`src/design/elst_pkg.sv`:
```
package elst_pkg;

	localparam int NUM_TYPES = 32;
	localparam int TYPE_W = $clog2(NUM_TYPES);
	localparam int CNT_BITS = 32;
	localparam int QUEUE_DEPTH = 2;

	localparam logic CMD_RECORD = 1'b0;
	localparam logic CMD_DUMP = 1'b1;

	localparam logic [2:0] ATTR_COUNT = 3'd0;
	localparam logic [2:0] ATTR_FAIL = 3'd1;
	localparam logic [2:0] ATTR_SUCC = 3'd2;
	localparam logic [2:0] ATTR_TIME = 3'd3;

	typedef struct packed {
		logic cmd;
		logic [4:0] stat_sel;
		logic [2:0] attr;
		logic [31:0] value;
	} item_t;

	typedef struct packed {
		logic valid;
		item_t item;
	} head_t;

	typedef struct packed {
		logic [CNT_BITS-1:0] plain;
		logic [CNT_BITS-1:0] succ;
		logic [CNT_BITS-1:0] fail;
		logic [CNT_BITS-1:0] scnt;
		logic [CNT_BITS-1:0] ssum;
		logic [31:0] smax;
		logic [31:0] smin;
	} entry_t;

	localparam int ENTRY_W = $bits(entry_t);

	function automatic entry_t entry_reset();
		entry_t e;
		e = '0;
		e.smin = '1;
		return e;
	endfunction

	function automatic logic [CNT_BITS-1:0] sat_add(input logic [CNT_BITS-1:0] a,
			input logic [CNT_BITS-1:0] b);
		logic [CNT_BITS:0] s;
		s = {1'b0, a} + {1'b0, b};
		return s[CNT_BITS] ? '1 : s[CNT_BITS-1:0];
	endfunction

	function automatic logic [CNT_BITS-1:0] sat_inc(input logic [CNT_BITS-1:0] a);
		return (&a) ? a : a + 1'b1;
	endfunction

endpackage

```
`src/design/elst_front.sv`:
```
module elst_front import elst_pkg::*; (
	input logic clk,
	input logic arst_n,
	input logic start,
	output logic busy,
	input item_t item,
	output head_t head,
	input logic pop
);

	localparam int PW = $clog2(QUEUE_DEPTH);

	item_t slot_q [QUEUE_DEPTH];
	logic [PW-1:0] wr_ptr_q, rd_ptr_q;
	logic [PW:0] count_q;
	logic push;

	assign busy = (count_q == (PW+1)'(QUEUE_DEPTH));
	assign push = start && !busy;
	assign head.valid = (count_q != '0);
	assign head.item = slot_q[rd_ptr_q];

	always_ff @(posedge clk) begin
		if (push) begin
			slot_q[wr_ptr_q] <= item;
		end
	end

	always_ff @(posedge clk or negedge arst_n) begin
		if (!arst_n) begin
			wr_ptr_q <= '0;
			rd_ptr_q <= '0;
			count_q <= '0;
		end else begin
			if (push) begin
				wr_ptr_q <= (wr_ptr_q == PW'(QUEUE_DEPTH-1)) ? '0 : wr_ptr_q + 1'b1;
			end
			if (pop) begin
				rd_ptr_q <= (rd_ptr_q == PW'(QUEUE_DEPTH-1)) ? '0 : rd_ptr_q + 1'b1;
			end
			count_q <= count_q + (PW+1)'(push) - (PW+1)'(pop);
		end
	end

endmodule

```
`config.mk`:
```
export PLATFORM = sky130hd
export DESIGN_NAME = elst_front
export DESIGN_NICKNAME = d
export VERILOG_FILES = /design/src/design/elst_pkg.sv /design/src/design/elst_front.sv
export SDC_FILE = /design/constraint.sdc
export NUM_CORES = 1
export LEC_CHECK = 0
export ABC_AREA = 1
export BUFFER_PORTS_ARGS = -buffer_cell sky130_fd_sc_hd__buf_2
export CELL_PAD_IN_SITES_DETAIL_PLACEMENT = 1
export CELL_PAD_IN_SITES_GLOBAL_PLACEMENT = 1
export CORE_ASPECT_RATIO = 0.5
export CORE_MARGIN = 5
export CORE_UTILIZATION = 45
export DETAILED_ROUTE_END_ITERATION = 7
export GPL_TIMING_DRIVEN = 1
export PLACE_DENSITY_LB_ADDON = 0.3
export SLEW_MARGIN = 20
export SYNTH_ARGS = -nofsm -noshare
export SYNTH_HDL_FRONTEND = slang
export SYNTH_SLANG_ARGS = --single-unit
```
`constraint.sdc`:
```
create_clock -name clk -period 6.9 [get_ports clk]
set_input_delay 0.345 -clock clk [delete_from_list [all_inputs] [get_ports clk]]
set_output_delay 0.345 -clock clk [all_outputs]
set_load 0.05 [all_outputs]
```
==> report_table.html, run 1 <==
<table>
<tr><th>Metric</th><th>Value</th></tr>
<tr><th colspan="2">GRT</th></tr>
<tr><td>Grt ovf</td><td>0</td></tr>
<tr><td>GRT Overall Usage</td><td>0.150</td></tr>
<tr><td>Number of global-route vias before repair</td><td>2264</td></tr>
<tr><td>First-pass GRT wire length</td><td>10800 um</td></tr>
<tr><td>Pin count of the biggest net entering global routing</td><td>84</td></tr>
<tr><td>Antenna violations before repair</td><td>0</td></tr>
<tr><th colspan="2">Yosys</th></tr>
<tr><td>Total number of yosys warnings</td><td>0</td></tr>
<tr><td>Part of the Yosys area used for sequential elements</td><td>0.748</td></tr>
<tr><td>Xor/xnor cell area share of the yosys netlist</td><td>0.00256</td></tr>
<tr><td>Register bit count reported by yosys</td><td>86</td></tr>
<tr><td>Area share of fa/ha/maj cells after synthesis</td><td>0.00731</td></tr>
<tr><td>Post-Synth Simple-Gate Area</td><td>0.0599</td></tr>
<tr><td>Unique cell type count in the Yosys netlist</td><td>14</td></tr>
<tr><td>Share of cell area taken by muxes after synthesis</td><td>0</td></tr>
<tr><td>Net count after synthesis</td><td>289</td></tr>
<tr><td>Area contributors post-synth</td><td>edfxtp_1 (72%), o21ai_2 (7.7%), nand2_1 (5.6%), inv_1 (5.4%), buf_8 (3.1%)</td></tr>
<tr><td>Cell area after synthesis</td><td>0.00342 mm^2</td></tr>
<tr><td>Post-synthesis cell count</td><td>242</td></tr>
<tr><td>Post-synth top area cell</td><td>edfxtp_1</td></tr>
<tr><td>Mean cell area of the mapped netlist</td><td>14.2 um^2</td></tr>
<tr><td>Area share of the largest cell type after synthesis</td><td>0.719</td></tr>
<tr><td>Main combinational cell family by area after synthesis</td><td>compound AO/OA/AOI/OAI gates</td></tr>
<tr><td>Fraction of the mapped netlist area in compound gates</td><td>0.0928</td></tr>
<tr><th colspan="2">Clocking</th></tr>
<tr><td>Clock latency of the later-clocked register in the worst-skew pair</td><td>0.33 ns</td></tr>
<tr><td>H-tree levels</td><td>3</td></tr>
<tr><td>Resize count post-CTS</td><td>0</td></tr>
<tr><td>Buffer cell driving the clock tree root</td><td>clkbuf_16</td></tr>
<tr><td>Max Root-Sink Buffers</td><td>2</td></tr>
<tr><td>Clock net sink count</td><td>86</td></tr>
<tr><td>Total CTS buffers</td><td>9</td></tr>
<tr><td>CTS tree</td><td>yes</td></tr>
<tr><td>Clock transition time at the flip-flop clock pins of the worst setup and hold paths</td><td>0.06 ns</td></tr>
<tr><th colspan="2">Detailed routing</th></tr>
<tr><td>Initial DRC count</td><td>49</td></tr>
<tr><td>Average wire per standard cell</td><td>15.3 um</td></tr>
<tr><td>Final Routed Wirelength</td><td>6640 um</td></tr>
<tr><td>Number of design rule violations left after detail routing</td><td>0</td></tr>
<tr><td>Routed via count divided by cell count</td><td>4.69</td></tr>
<tr><td>Routed vias</td><td>2036</td></tr>
<tr><td>Pre-Repair DR Iteration Count</td><td>4</td></tr>
<tr><td>Remaining antenna violation count</td><td>0</td></tr>
<tr><th colspan="2">Power and ir drop</th></tr>
<tr><td>Total leakage power</td><td>1.83 nW</td></tr>
<tr><td>Highest ir drop seen on vdd</td><td>0.318 mV</td></tr>
<tr><td>Power per Cell Area</td><td>536 mW/mm^2</td></tr>
<tr><th colspan="2">Worst setup path</th></tr>
<tr><td>Critical path's slowest cell</td><td>dfrtp_4</td></tr>
<tr><td>Type of origin of the critical path</td><td>flip-flop</td></tr>
<tr><td>Setup crit end kind</td><td>output port</td></tr>
<tr><td>Largest fanout on the critical path</td><td>83</td></tr>
<tr><td>Worst setup path startpoint</td><td>rd_ptr_q</td></tr>
<tr><td>R2R setup slack</td><td>5.14 ns</td></tr>
<tr><td>Signal arrival time at the worst endpoint</td><td>2.08 ns</td></tr>
<tr><td>Critical path capture point</td><td>head[35]</td></tr>
<tr><td>Endpoint of the worst register-to-register path</td><td>slot_q[0][11]</td></tr>
<tr><td>CP cell instances</td><td>nand2_1 -&gt; o21ai_2 -&gt; buf_2</td></tr>
<tr><td>Data required, critical path</td><td>6.55 ns</td></tr>
<tr><td>Path depth of the worst reg2reg path</td><td>3</td></tr>
<tr><td>Delay contributed by the slowest stage of the critical path</td><td>1.06 ns</td></tr>
<tr><td>Reg-to-reg startpoint</td><td>count_q[1]</td></tr>
<tr><td>Category of the most critical setup path</td><td>reg -&gt; out</td></tr>
<tr><th colspan="2">Floorplanning</th></tr>
<tr><td>Core region area</td><td>0.00738 mm^2</td></tr>
<tr><td>Number of rows created at floorplan</td><td>22</td></tr>
<tr><td>I/O pin count</td><td>88</td></tr>
<tr><td>Die footprint</td><td>0.00956 mm^2</td></tr>
<tr><td>Die boundary width</td><td>133 um</td></tr>
<tr><td>Die Span Y</td><td>71.7 um</td></tr>
<tr><td>Starting density of the core</td><td>0.464</td></tr>
<tr><th colspan="2">STA</th></tr>
<tr><td>Portion of the clock cycle consumed by the worst path in the final layout</td><td>0.352</td></tr>
<tr><td>Final hold violation count</td><td>0</td></tr>
<tr><td>Final Setup Violations</td><td>0</td></tr>
<tr><td>Clock tree skew after final layout</td><td>0.00405 ns</td></tr>
<tr><td>Setup repair after global routing missed its margin</td><td>no</td></tr>
<tr><td>Minimum clock period</td><td>2.43 ns</td></tr>
<tr><td>Setup tns final</td><td>0 ns</td></tr>
<tr><td>Achievable clock frequency</td><td>412 MHz</td></tr>
<tr><td>Worst-Margin Slew</td><td>0.996 ns</td></tr>
<tr><td>Max-slew violation count</td><td>0</td></tr>
<tr><td>Remaining max-slew budget at the tightest pin</td><td>0.336</td></tr>
<tr><th colspan="2">Cells and area</th></tr>
<tr><td>Number of standard cells in the final layout excluding fillers</td><td>434</td></tr>
<tr><td>Number of antenna diodes</td><td>0</td></tr>
<tr><td>Layout Nets</td><td>380</td></tr>
<tr><td>Layout-stage area growth over the synthesis result</td><td>23.7%</td></tr>
<tr><td>Ratio of cells with drive above 1 in the final layout</td><td>0.399</td></tr>
<tr><td>Fill cells</td><td>765</td></tr>
<tr><th colspan="2">Run status</th></tr>
<tr><td>Result of the run</td><td>finished, final reports clean</td></tr>
<tr><th colspan="2">Job</th></tr>
<tr><td>Number of max-capacitance violations reported</td><td>0</td></tr>
<tr><th colspan="2">Place</th></tr>
<tr><td>Placed instance count</td><td>417</td></tr>
<tr><td>Port Buffer Count</td><td>87</td></tr>
<tr><td>Routability congestion estimate from global placement</td><td>0.692</td></tr>
<tr><td>DP HPWL</td><td>4560 um</td></tr>
<tr><th colspan="2">Hold path</th></tr>
<tr><td>Type of the most critical hold path</td><td>in -&gt; reg</td></tr>
</table>
[repair_timing]
action / in CTS / in global routing
endpoints found under the hold margin: 4 / 0
hold buffers: 1 / 0
buffers inserted: 0 / 0
[power breakdown]
part,switching (mW),internal [mW]
logic,0.705,0.199
registers,0.115,0.715
clock network,0.189,0.351
total,1.01,1.26
[worst min path at each step]
| stage | start | to | slack (ns) | cells past startpoint |
|---|---|---|---|---|
| finish | item[30] | slot_q[0][30] | 0.20 | 1 |
| global route | item[38] | slot_q[1][38] | 0.18 | 1 |
| CTS | item[30] | slot_q[1][30] | 0.18 | 1 |
| detailed placement | arst_n | count_q[1] | 0.16 | 1 |
| global placement | arst_n | count_q[0] | 0.16 | 1 |
| floorplan | arst_n | count_q[0] | 0.05 | 0 |
[registers in the layout, summed over array words and instances, names as in the netlist]
register,flops
count_q,2
slot_q,82
wr_ptr_q,1
rd_ptr_q,1
[routing by layer]
metal,wire length [um],vias up,global-route usage,part of all wire
met5,0,-,0,0
met4,89,0,0.0547,0.013
met3,355,8,0.0554,0.053
met2,3640,49,0.284,0.55
met1,2560,984,0.154,0.38
li1,-,995,-,-
[synth_stat cells (all sizes together)]
library cell,n
clkbuf,1
nand2,51
dfrtp,4
o21ai,41
nand3,2
xor2,1
ha,2
inv,49
buf,8
edfxtp,82
nor2,1
[layout make-up]
type | instances | area [um^2] | share of cell area
clock buffers | 9 | 225 | 0.0531
well taps | 96 | 120 | 0.0283
repair buffers | 89 | 465 | 0.110
inverters | 49 | 184 | 0.0434
clock inverters | 7 | 113 | 0.0266
multi-input cells | 98 | 564 | 0.133
flip-flops and latches | 86 | 2570 | 0.606
[logic make-up (layout without fill, tap and decap cells)]
family	Yosys count	count (layout)
compound gates	41	41
xor+xnor	1	1
fa+ha+maj	2	2
buf+inv	58	154
flops	86	86
simple gates	54	54
[worst max-delay path, delay by kind of cell (launching register included)]
kind                   cells  cell delay, ns
AND/OR/NAND/NOR            1            0.22
flip-flops                 1            1.06
buffers and inverters      1            0.29
AO/OA/AOI/OAI              1            0.12
[metrics by stage]
stage / worst slack (ns) / power [mW] / util / hold slack [ns] / cell area, um^2
2_1_floorplan: 4.18 / 1.59 / - / 0.0494 / 3420
3_3_place_gp: 4.95 / 1.72 / 0.525 / 0.156 / 3870
3_5_place_dp: 4.86 / 1.76 / 0.527 / 0.162 / 3890
4_1_cts: 4.45 / 2.31 / 0.574 / 0.179 / 4240
5_1_grt: 4.34 / 2.39 / 0.574 / 0.178 / 4240
6_report: 4.47 / 2.27 / 0.574 / 0.195 / 4240
[cell usage in the layout, fill, tap and decap left out, types with 3 or more instances in the layout]
cell type  count
o21ai_2       30
o21ai_0       10
bufinv_16      3
inv_1         48
nand2_1       51
dfrtp_1        3
clkbuf_16      9
edfxtp_1      82
buf_2         87
Note: power is estimated with default switching activity, not from simulation.
==> run 2, diff against run 1 <==
CORE_UTILIZATION = 38   (was 45)
clock period = 2 ns   (was 6.9 ns; I/O delays follow)
==> report_table.html, run 2 (synthesized netlist as in run 1, its figures left out) <==
<table>
<tr><th>Metric</th><th>Value</th></tr>
<tr><th colspan="2">Power and ir drop</th></tr>
<tr><td>Part of the total power dissipated in sequential elements</td><td>0.346 (-0.019)</td></tr>
<tr><td>Power per Cell Area</td><td>1620 mW/mm^2 (+200%)</td></tr>
<tr><td>Switching power as a share of total power</td><td>0.459 (+0.0152)</td></tr>
<tr><td>Internal</td><td>4.07 mW (+220%)</td></tr>
<tr><td>Switching power</td><td>3.45 mW (+240%)</td></tr>
<tr><td>Combinational share of power</td><td>0.467 (+0.069)</td></tr>
<tr><td>Clock network power share</td><td>0.187 (-0.050)</td></tr>
<tr><td>Highest ir drop seen on vdd</td><td>0.763 mV (+140%)</td></tr>
<tr><td>Total leakage power</td><td>1.99 nW (+8.7%)</td></tr>
<tr><th colspan="2">STA</th></tr>
<tr><td>Portion of the clock cycle consumed by the worst path in the final layout</td><td>0.911</td></tr>
<tr><td>Clock tree skew after final layout</td><td>0.00481 ns (+0.000762 ns)</td></tr>
<tr><td>Achievable clock frequency</td><td>549 MHz</td></tr>
<tr><td>Final hold violation count</td><td>0 (unchanged)</td></tr>
<tr><td>Worst-Margin Slew</td><td>0.410 ns (-0.586 ns)</td></tr>
<tr><td>Remaining max-slew budget at the tightest pin</td><td>0.726 (+0.391)</td></tr>
<tr><td>Minimum clock period</td><td>1.82 ns</td></tr>
<tr><td>Final Setup Violations</td><td>0 (unchanged)</td></tr>
<tr><td>Setup tns final</td><td>0 ns (unchanged)</td></tr>
<tr><td>Max-slew violation count</td><td>0 (unchanged)</td></tr>
<tr><td>Setup repair after global routing missed its margin</td><td>no</td></tr>
<tr><th colspan="2">Detailed routing</th></tr>
<tr><td>Remaining antenna violation count</td><td>0 (unchanged)</td></tr>
<tr><td>Pre-Repair DR Iteration Count</td><td>4 (unchanged)</td></tr>
<tr><td>Routed vias</td><td>2186 (+7.4%)</td></tr>
<tr><td>Number of design rule violations left after detail routing</td><td>0 (unchanged)</td></tr>
<tr><td>Final Routed Wirelength</td><td>7050 um (+6.1%)</td></tr>
<tr><td>Routed via count divided by cell count</td><td>4.37 (-6.8%)</td></tr>
<tr><td>Initial DRC count</td><td>119 (+140%)</td></tr>
<tr><td>Average wire per standard cell</td><td>14.1 um (-7.9%)</td></tr>
<tr><th colspan="2">GRT</th></tr>
<tr><td>Number of global-route vias before repair</td><td>2413 (+6.6%)</td></tr>
<tr><td>Grt ovf</td><td>0 (unchanged)</td></tr>
<tr><td>GRT Overall Usage</td><td>0.136 (-0.0135)</td></tr>
<tr><td>First-pass GRT wire length</td><td>11400 um (+5.7%)</td></tr>
<tr><td>Antenna violations before repair</td><td>0 (unchanged)</td></tr>
<tr><td>Pin count of the biggest net entering global routing</td><td>77 (-8.3%)</td></tr>
<tr><th colspan="2">Place</th></tr>
<tr><td>Port Buffer Count</td><td>87 (unchanged)</td></tr>
<tr><td>Routability congestion estimate from global placement</td><td>0.646 (-6.7%)</td></tr>
<tr><td>DP HPWL</td><td>4870 um (+6.9%)</td></tr>
<tr><th colspan="2">Clocking</th></tr>
<tr><td>Clock latency of the later-clocked register in the worst-skew pair</td><td>0.33 ns (about the same)</td></tr>
<tr><td>Buffer cell driving the clock tree root</td><td>clkbuf_16</td></tr>
<tr><td>Total CTS buffers</td><td>9 (unchanged)</td></tr>
<tr><td>H-tree levels</td><td>3 (unchanged)</td></tr>
<tr><td>CTS tree</td><td>yes</td></tr>
<tr><td>Clock transition time at the flip-flop clock pins of the worst setup and hold paths</td><td>0.06 ns (about the same)</td></tr>
<tr><td>Hold buffers post-CTS</td><td>43 (+42)</td></tr>
<tr><td>Setup repair bufs after CTS</td><td>0 (unchanged)</td></tr>
<tr><td>Resize count post-CTS</td><td>0 (unchanged)</td></tr>
<tr><td>Clock net sink count</td><td>86 (unchanged)</td></tr>
<tr><td>Max Root-Sink Buffers</td><td>2 (unchanged)</td></tr>
<tr><th colspan="2">Worst setup path</th></tr>
<tr><td>Type of origin of the critical path</td><td>flip-flop</td></tr>
<tr><td>Endpoint of the worst register-to-register path</td><td>count_q[1]</td></tr>
<tr><td>Critical path's slowest cell</td><td>dfrtp_4</td></tr>
<tr><td>Reg-to-reg startpoint</td><td>count_q[0]</td></tr>
<tr><td>Dominant delay contributor by cell family on the critical path</td><td>flip-flops</td></tr>
<tr><td>Signal arrival time at the worst endpoint</td><td>1.72 ns (-0.36 ns)</td></tr>
<tr><td>Setup crit end kind</td><td>output port</td></tr>
<tr><td>Delay contributed by the slowest stage of the critical path</td><td>0.53 ns (-0.53 ns)</td></tr>
<tr><td>CP cell instances</td><td>buf_12 -&gt; o21ai_0 -&gt; buf_2</td></tr>
<tr><td>Path depth of the worst reg2reg path</td><td>9 (+6)</td></tr>
<tr><td>Largest fanout on the critical path</td><td>76 (-8.4%)</td></tr>
<tr><td>R2R setup slack</td><td>0.56 ns (-4.58 ns)</td></tr>
<tr><td>Data required, critical path</td><td>1.90 ns (-4.65 ns)</td></tr>
<tr><td>Category of the most critical setup path</td><td>reg -&gt; out</td></tr>
<tr><td>Buffer and inverter count on the worst path</td><td>2 (+1)</td></tr>
<tr><th colspan="2">Floorplanning</th></tr>
<tr><td>I/O pin count</td><td>88 (unchanged)</td></tr>
<tr><td>Die boundary width</td><td>144 um (+8.2%)</td></tr>
<tr><td>Core region area</td><td>0.00874 mm^2 (+18%)</td></tr>
<tr><td>Die Span Y</td><td>77.1 um (+7.6%)</td></tr>
<tr><td>Number of rows created at floorplan</td><td>24 (+9.1%)</td></tr>
<tr><td>Starting density of the core</td><td>0.392 (-0.0723)</td></tr>
<tr><td>Die footprint</td><td>0.0111 mm^2 (+16%)</td></tr>
<tr><th colspan="2">Cells and area</th></tr>
<tr><td>Number of antenna diodes</td><td>0 (unchanged)</td></tr>
<tr><td>Leading cell type in the layout, fill and taps excluded</td><td>buf_2</td></tr>
<tr><td>Layout-stage area growth over the synthesis result</td><td>35.0%</td></tr>
<tr><td>Register with the most flip-flops</td><td>slot_q</td></tr>
<tr><td>Flip-flop count of the largest register, all copies and words added</td><td>82 (unchanged)</td></tr>
<tr><td>Ratio of cells with drive above 1 in the final layout</td><td>0.350 (-0.0495)</td></tr>
<tr><td>Layout Nets</td><td>426 (+12%)</td></tr>
<tr><td>Share of the core filled with cells</td><td>0.529 (-0.0452)</td></tr>
<tr><td>Most frequent cells in the layout</td><td>buf_2 (87), edfxtp_1 (82), nand2_1 (51), inv_1 (48), dlygate4sd3_1 (43)</td></tr>
<tr><td>Registers with the most flip-flops</td><td>slot_q x82, count_q x2</td></tr>
<tr><th colspan="2">Run status</th></tr>
<tr><td>Result of the run</td><td>finished, final reports clean</td></tr>
<tr><th colspan="2">Job</th></tr>
<tr><td>Number of max-capacitance violations reported</td><td>0 (unchanged)</td></tr>
<tr><th colspan="2">Hold path</th></tr>
<tr><td>Type of the most critical hold path</td><td>in -&gt; async</td></tr>
</table>
-- run 2: cell types whose count changed in the layout (fill, tap and decap cells not counted) --
cell / delta
dlygate4sd3_1: +42
buf_4: +4
bufinv_16: -3
clkbuf_1: +2
clkinv_1: +2
clkinvlp_4: -2
-- run 2: power by group through the flow --
stage / Clock, mW / Combinational [mW] / Sequential (mW)
6_report: 1.40 / 3.51 / 2.60
5_1_grt: 1.54 / 3.74 / 2.64
4_1_cts: 1.46 / 3.58 / 2.61
3_5_place_dp: 0 / 3.50 / 2.64
3_3_place_gp: 0 / 3.41 / 2.61
2_1_floorplan: 0 / 2.90 / 2.58
-- run 2: routing by layer --
metal / wire (um) / GRT usage / up-vias
li1: - / - / 1085
met1: 2660 / 0.139 / 1050
met2: 3980 / 0.256 / 42
met3: 318 / 0.0441 / 9
met4: 90 / 0.0531 / 0
met5: 0 / 0 / -
-- run 2: cell type report --
cell class / count / area (um^2)
repair buffers: 135 / 916
well taps: 117 / 146
clock buffers: 11 / 233
multi-input cells: 98 / 564
flip-flops and latches: 86 / 2570
inverters: 49 / 184
fillers: 917 / 4110
clock inverters: 4 / 15.0
-- run 2: how the worst max path moves through the flow --
stage                     startpoint           end  slack [ns]  cells past startpoint
final                       rd_ptr_q      head[25]        0.18                      3
after global routing        rd_ptr_q      head[20]        0.08                      4
after CTS                   rd_ptr_q      head[25]        0.17                      4
after detailed placement    rd_ptr_q      head[27]        0.55                      4
after global placement      rd_ptr_q      head[27]        0.58                      3
after floorplan             wr_ptr_q  slot_q[0][0]        0.23                      3
-- run 2: metrics by stage --
stage	hold slack [ns]	setup WS, ns	instance area [um^2]	total power [mW]	instances
floorplan	-0.196	0.228	3430	5.48	242
global placement	-0.0822	0.580	3950	6.03	442
detailed placement	-0.0762	0.549	3950	6.14	442
CTS	0.0819	0.168	4620	7.64	500
global route	0.0950	0.0807	4620	7.92	500
finish	0.106	0.177	4620	7.51	500
==> run 3, diff against run 2 <==
CORE_ASPECT_RATIO = default   (was 0.5)
==> report_table.html, run 3 (synthesized netlist as in run 1, its figures left out) <==
<table>
<tr><th>Metric</th><th>Value</th></tr>
<tr><th colspan="2">GRT</th></tr>
<tr><td>First-pass GRT wire length</td><td>10900 um (-4.9%)</td></tr>
<tr><td>Grt ovf</td><td>0 (unchanged)</td></tr>
<tr><td>Number of global-route vias before repair</td><td>2302 (-4.6%)</td></tr>
<tr><td>Pin count of the biggest net entering global routing</td><td>39 (-49%)</td></tr>
<tr><td>Antenna violations before repair</td><td>0 (unchanged)</td></tr>
<tr><td>GRT Overall Usage</td><td>0.125 (-0.0108)</td></tr>
<tr><th colspan="2">Detailed routing</th></tr>
<tr><td>Average wire per standard cell</td><td>13.4 um (-4.6%)</td></tr>
<tr><td>Final Routed Wirelength</td><td>6630 um (-6.0%)</td></tr>
<tr><td>Initial DRC count</td><td>58 (-51%)</td></tr>
<tr><td>Number of design rule violations left after detail routing</td><td>0 (unchanged)</td></tr>
<tr><td>Remaining antenna violation count</td><td>0 (unchanged)</td></tr>
<tr><td>Pre-Repair DR Iteration Count</td><td>3 (-1)</td></tr>
<tr><td>Routed via count divided by cell count</td><td>4.45 (+1.7%)</td></tr>
<tr><td>Routed vias</td><td>2193 (+0.32%)</td></tr>
<tr><th colspan="2">Cells and area</th></tr>
<tr><td>Layout Nets</td><td>428 (+0.47%)</td></tr>
<tr><td>Fill cells</td><td>932 (+1.6%)</td></tr>
<tr><td>Layout-stage area growth over the synthesis result</td><td>34.1%</td></tr>
<tr><td>Flip-flop count of the largest register, all copies and words added</td><td>82 (unchanged)</td></tr>
<tr><td>Ratio of cells with drive above 1 in the final layout</td><td>0.361 (+0.0112)</td></tr>
<tr><td>Most frequent cells in the layout</td><td>buf_2 (87), edfxtp_1 (82), nand2_1 (51), inv_1 (48), dlygate4sd3_1 (43)</td></tr>
<tr><td>Register with the most flip-flops</td><td>slot_q</td></tr>
<tr><td>Registers with the most flip-flops</td><td>slot_q x82, count_q x2</td></tr>
<tr><td>Leading cell type in the layout, fill and taps excluded</td><td>buf_2</td></tr>
<tr><td>Number of antenna diodes</td><td>0 (unchanged)</td></tr>
<tr><td>Share of the core filled with cells</td><td>0.524 (-0.00537)</td></tr>
<tr><th colspan="2">STA</th></tr>
<tr><td>Setup tns final</td><td>0 ns (unchanged)</td></tr>
<tr><td>Max-slew violation count</td><td>0 (unchanged)</td></tr>
<tr><td>Achievable clock frequency</td><td>570 MHz (+4.0%)</td></tr>
<tr><td>Clock tree skew after final layout</td><td>0.00494 ns (+0.000128 ns)</td></tr>
<tr><td>Final Setup Violations</td><td>0 (unchanged)</td></tr>
<tr><td>Remaining max-slew budget at the tightest pin</td><td>0.766 (+0.0401)</td></tr>
<tr><td>Final hold violation count</td><td>0 (unchanged)</td></tr>
<tr><td>Portion of the clock cycle consumed by the worst path in the final layout</td><td>0.877 (-0.0348)</td></tr>
<tr><td>Minimum clock period</td><td>1.75 ns (-0.0697 ns)</td></tr>
<tr><td>Setup repair after global routing missed its margin</td><td>no</td></tr>
<tr><td>Worst-Margin Slew</td><td>0.350 ns (-0.0601 ns)</td></tr>
<tr><th colspan="2">Floorplanning</th></tr>
<tr><td>I/O pin count</td><td>88 (unchanged)</td></tr>
<tr><td>Die footprint</td><td>0.0110 mm^2 (-1.0%)</td></tr>
<tr><td>Core region area</td><td>0.00876 mm^2 (+0.29%)</td></tr>
<tr><td>Die Span Y</td><td>105 um (+36%)</td></tr>
<tr><td>Starting density of the core</td><td>0.391 (-0.00112)</td></tr>
<tr><td>Number of rows created at floorplan</td><td>34 (+42%)</td></tr>
<tr><td>Die boundary width</td><td>105 um (-27%)</td></tr>
<tr><th colspan="2">Worst setup path</th></tr>
<tr><td>Data required, critical path</td><td>1.90 ns (about the same)</td></tr>
<tr><td>CP cell instances</td><td>buf_4 -&gt; o21ai_0 -&gt; buf_2</td></tr>
<tr><td>Critical path's slowest cell</td><td>dfrtp_4</td></tr>
<tr><td>Buffer and inverter count on the worst path</td><td>2 (unchanged)</td></tr>
<tr><td>Type of origin of the critical path</td><td>flip-flop</td></tr>
<tr><td>Setup crit end kind</td><td>output port</td></tr>
<tr><td>Delay contributed by the slowest stage of the critical path</td><td>0.59 ns (+0.06 ns)</td></tr>
<tr><td>Largest fanout on the critical path</td><td>19 (-75%)</td></tr>
<tr><td>Dominant delay contributor by cell family on the critical path</td><td>flip-flops</td></tr>
<tr><td>Category of the most critical setup path</td><td>reg -&gt; out</td></tr>
<tr><td>Signal arrival time at the worst endpoint</td><td>1.65 ns (-0.07 ns)</td></tr>
<tr><th colspan="2">Clocking</th></tr>
<tr><td>Total CTS buffers</td><td>9 (unchanged)</td></tr>
<tr><td>Clock net sink count</td><td>86 (unchanged)</td></tr>
<tr><td>Buffer cell driving the clock tree root</td><td>clkbuf_8</td></tr>
<tr><td>Clock transition time at the flip-flop clock pins of the worst setup and hold paths</td><td>0.08 ns (+0.02 ns)</td></tr>
<tr><td>CTS tree</td><td>yes</td></tr>
<tr><td>H-tree levels</td><td>3 (unchanged)</td></tr>
<tr><td>Clock latency of the later-clocked register in the worst-skew pair</td><td>0.33 ns (about the same)</td></tr>
<tr><td>Max Root-Sink Buffers</td><td>2 (unchanged)</td></tr>
<tr><th colspan="2">Run status</th></tr>
<tr><td>Result of the run</td><td>finished, final reports clean</td></tr>
<tr><th colspan="2">Hold path</th></tr>
<tr><td>Type of the most critical hold path</td><td>in -&gt; async</td></tr>
<tr><th colspan="2">Power and ir drop</th></tr>
<tr><td>Total leakage power</td><td>1.98 nW (-0.63%)</td></tr>
<tr><td>Highest ir drop seen on vdd</td><td>0.769 mV (+0.71%)</td></tr>
<tr><td>Power per Cell Area</td><td>1580 mW/mm^2 (-2.4%)</td></tr>
<tr><th colspan="2">Place</th></tr>
<tr><td>DP HPWL</td><td>4400 um (-9.7%)</td></tr>
<tr><td>Port Buffer Count</td><td>87 (unchanged)</td></tr>
<tr><td>Routability congestion estimate from global placement</td><td>0.671 (+3.9%)</td></tr>
<tr><th colspan="2">Job</th></tr>
<tr><td>Number of max-capacitance violations reported</td><td>0 (unchanged)</td></tr>
</table>
## run 3: changes by cell type in the layout (fill, tap and decap cells not counted), sizes merged
| cell | delta |
|---|---|
| buf | +2 |
| clkbuf | -2 |
| bufinv | +1 |
| clkinvlp | +1 |
## run 3: path summary, 6_finish.rpt
| kind | from | end | slack, ns | cells after the start |
|---|---|---|---|---|
| setup / recovery | rd_ptr_q | head[21] | 0.25 | 3 |
| max in group asynchronous | arst_n | rd_ptr_q | 1.76 | 2 |
| setup reg to reg | count_q[1] | slot_q[1][38] | 0.56 | 4 |
| hold reg to reg | wr_ptr_q | wr_ptr_q | 0.48 | 2 |
| hold / removal | arst_n | count_q[0] | 0.09 | 2 |
| min in group clk | start | wr_ptr_q | 0.09 | 3 |
## run 3: layer usage
metal / routed length [um] / vias to the layer above / global-route usage
met1: 2770 / 1045 / 0.144
met4: 52 / 0 / 0.0384
met5: 0 / - / 0
met2: 3400 / 53 / 0.219
li1: - / 1091 / -
met3: 400 / 4 / 0.0450
## run 3: per-stage QoR
step / std cells / setup WS [ns] / hold slack (ns) / instance area (um^2) / power (mW)
detailed placement: 434 / 0.462 / -0.0807 / 3970 / 6.17
global placement: 434 / 0.495 / -0.0809 / 3970 / 6.11
finish: 493 / 0.247 / 0.0901 / 4590 / 7.28
global route: 493 / 0.108 / 0.0685 / 4590 / 7.70
CTS: 492 / 0.0847 / 0.0683 / 4580 / 7.36
floorplan: 242 / 0.228 / -0.196 / 3430 / 5.48
## run 3: layout make-up
class / count / area (um^2) / share of cell area
flip-flops and latches: 86 / 2570 / 0.559
multi-input cells: 98 / 564 / 0.123
clock inverters: 6 / 53.8 / 0.0117
well taps: 108 / 135 / 0.0294
repair buffers: 137 / 963 / 0.210
clock buffers: 9 / 124 / 0.0270
inverters: 49 / 184 / 0.0401
## run 3: power by group
| group | switching, mW | leakage, nW | internal (mW) |
|---|---|---|---|
| combinational | 2.70 | 1.08 | 0.860 |
| sequential | 0.154 | 0.809 | 2.46 |
| clock | 0.552 | 0.0876 | 0.555 |
## run 3: timing repair
item                                   in CTS  in global routing
hold buffers                               43                  0
endpoints found under the hold margin      87                  0
buffers inserted                            0                  1
gates resized for setup                     0                  0
setup endpoints to repair                   0                  2
## run 3: worst register-to-register path, cell delays in order, from the launching register on
cell	delay [ns]
dfrtp_1	0.41
nand2_1	0.12
nand2_1	0.13
nor2_4	0.11
buf_4	0.34
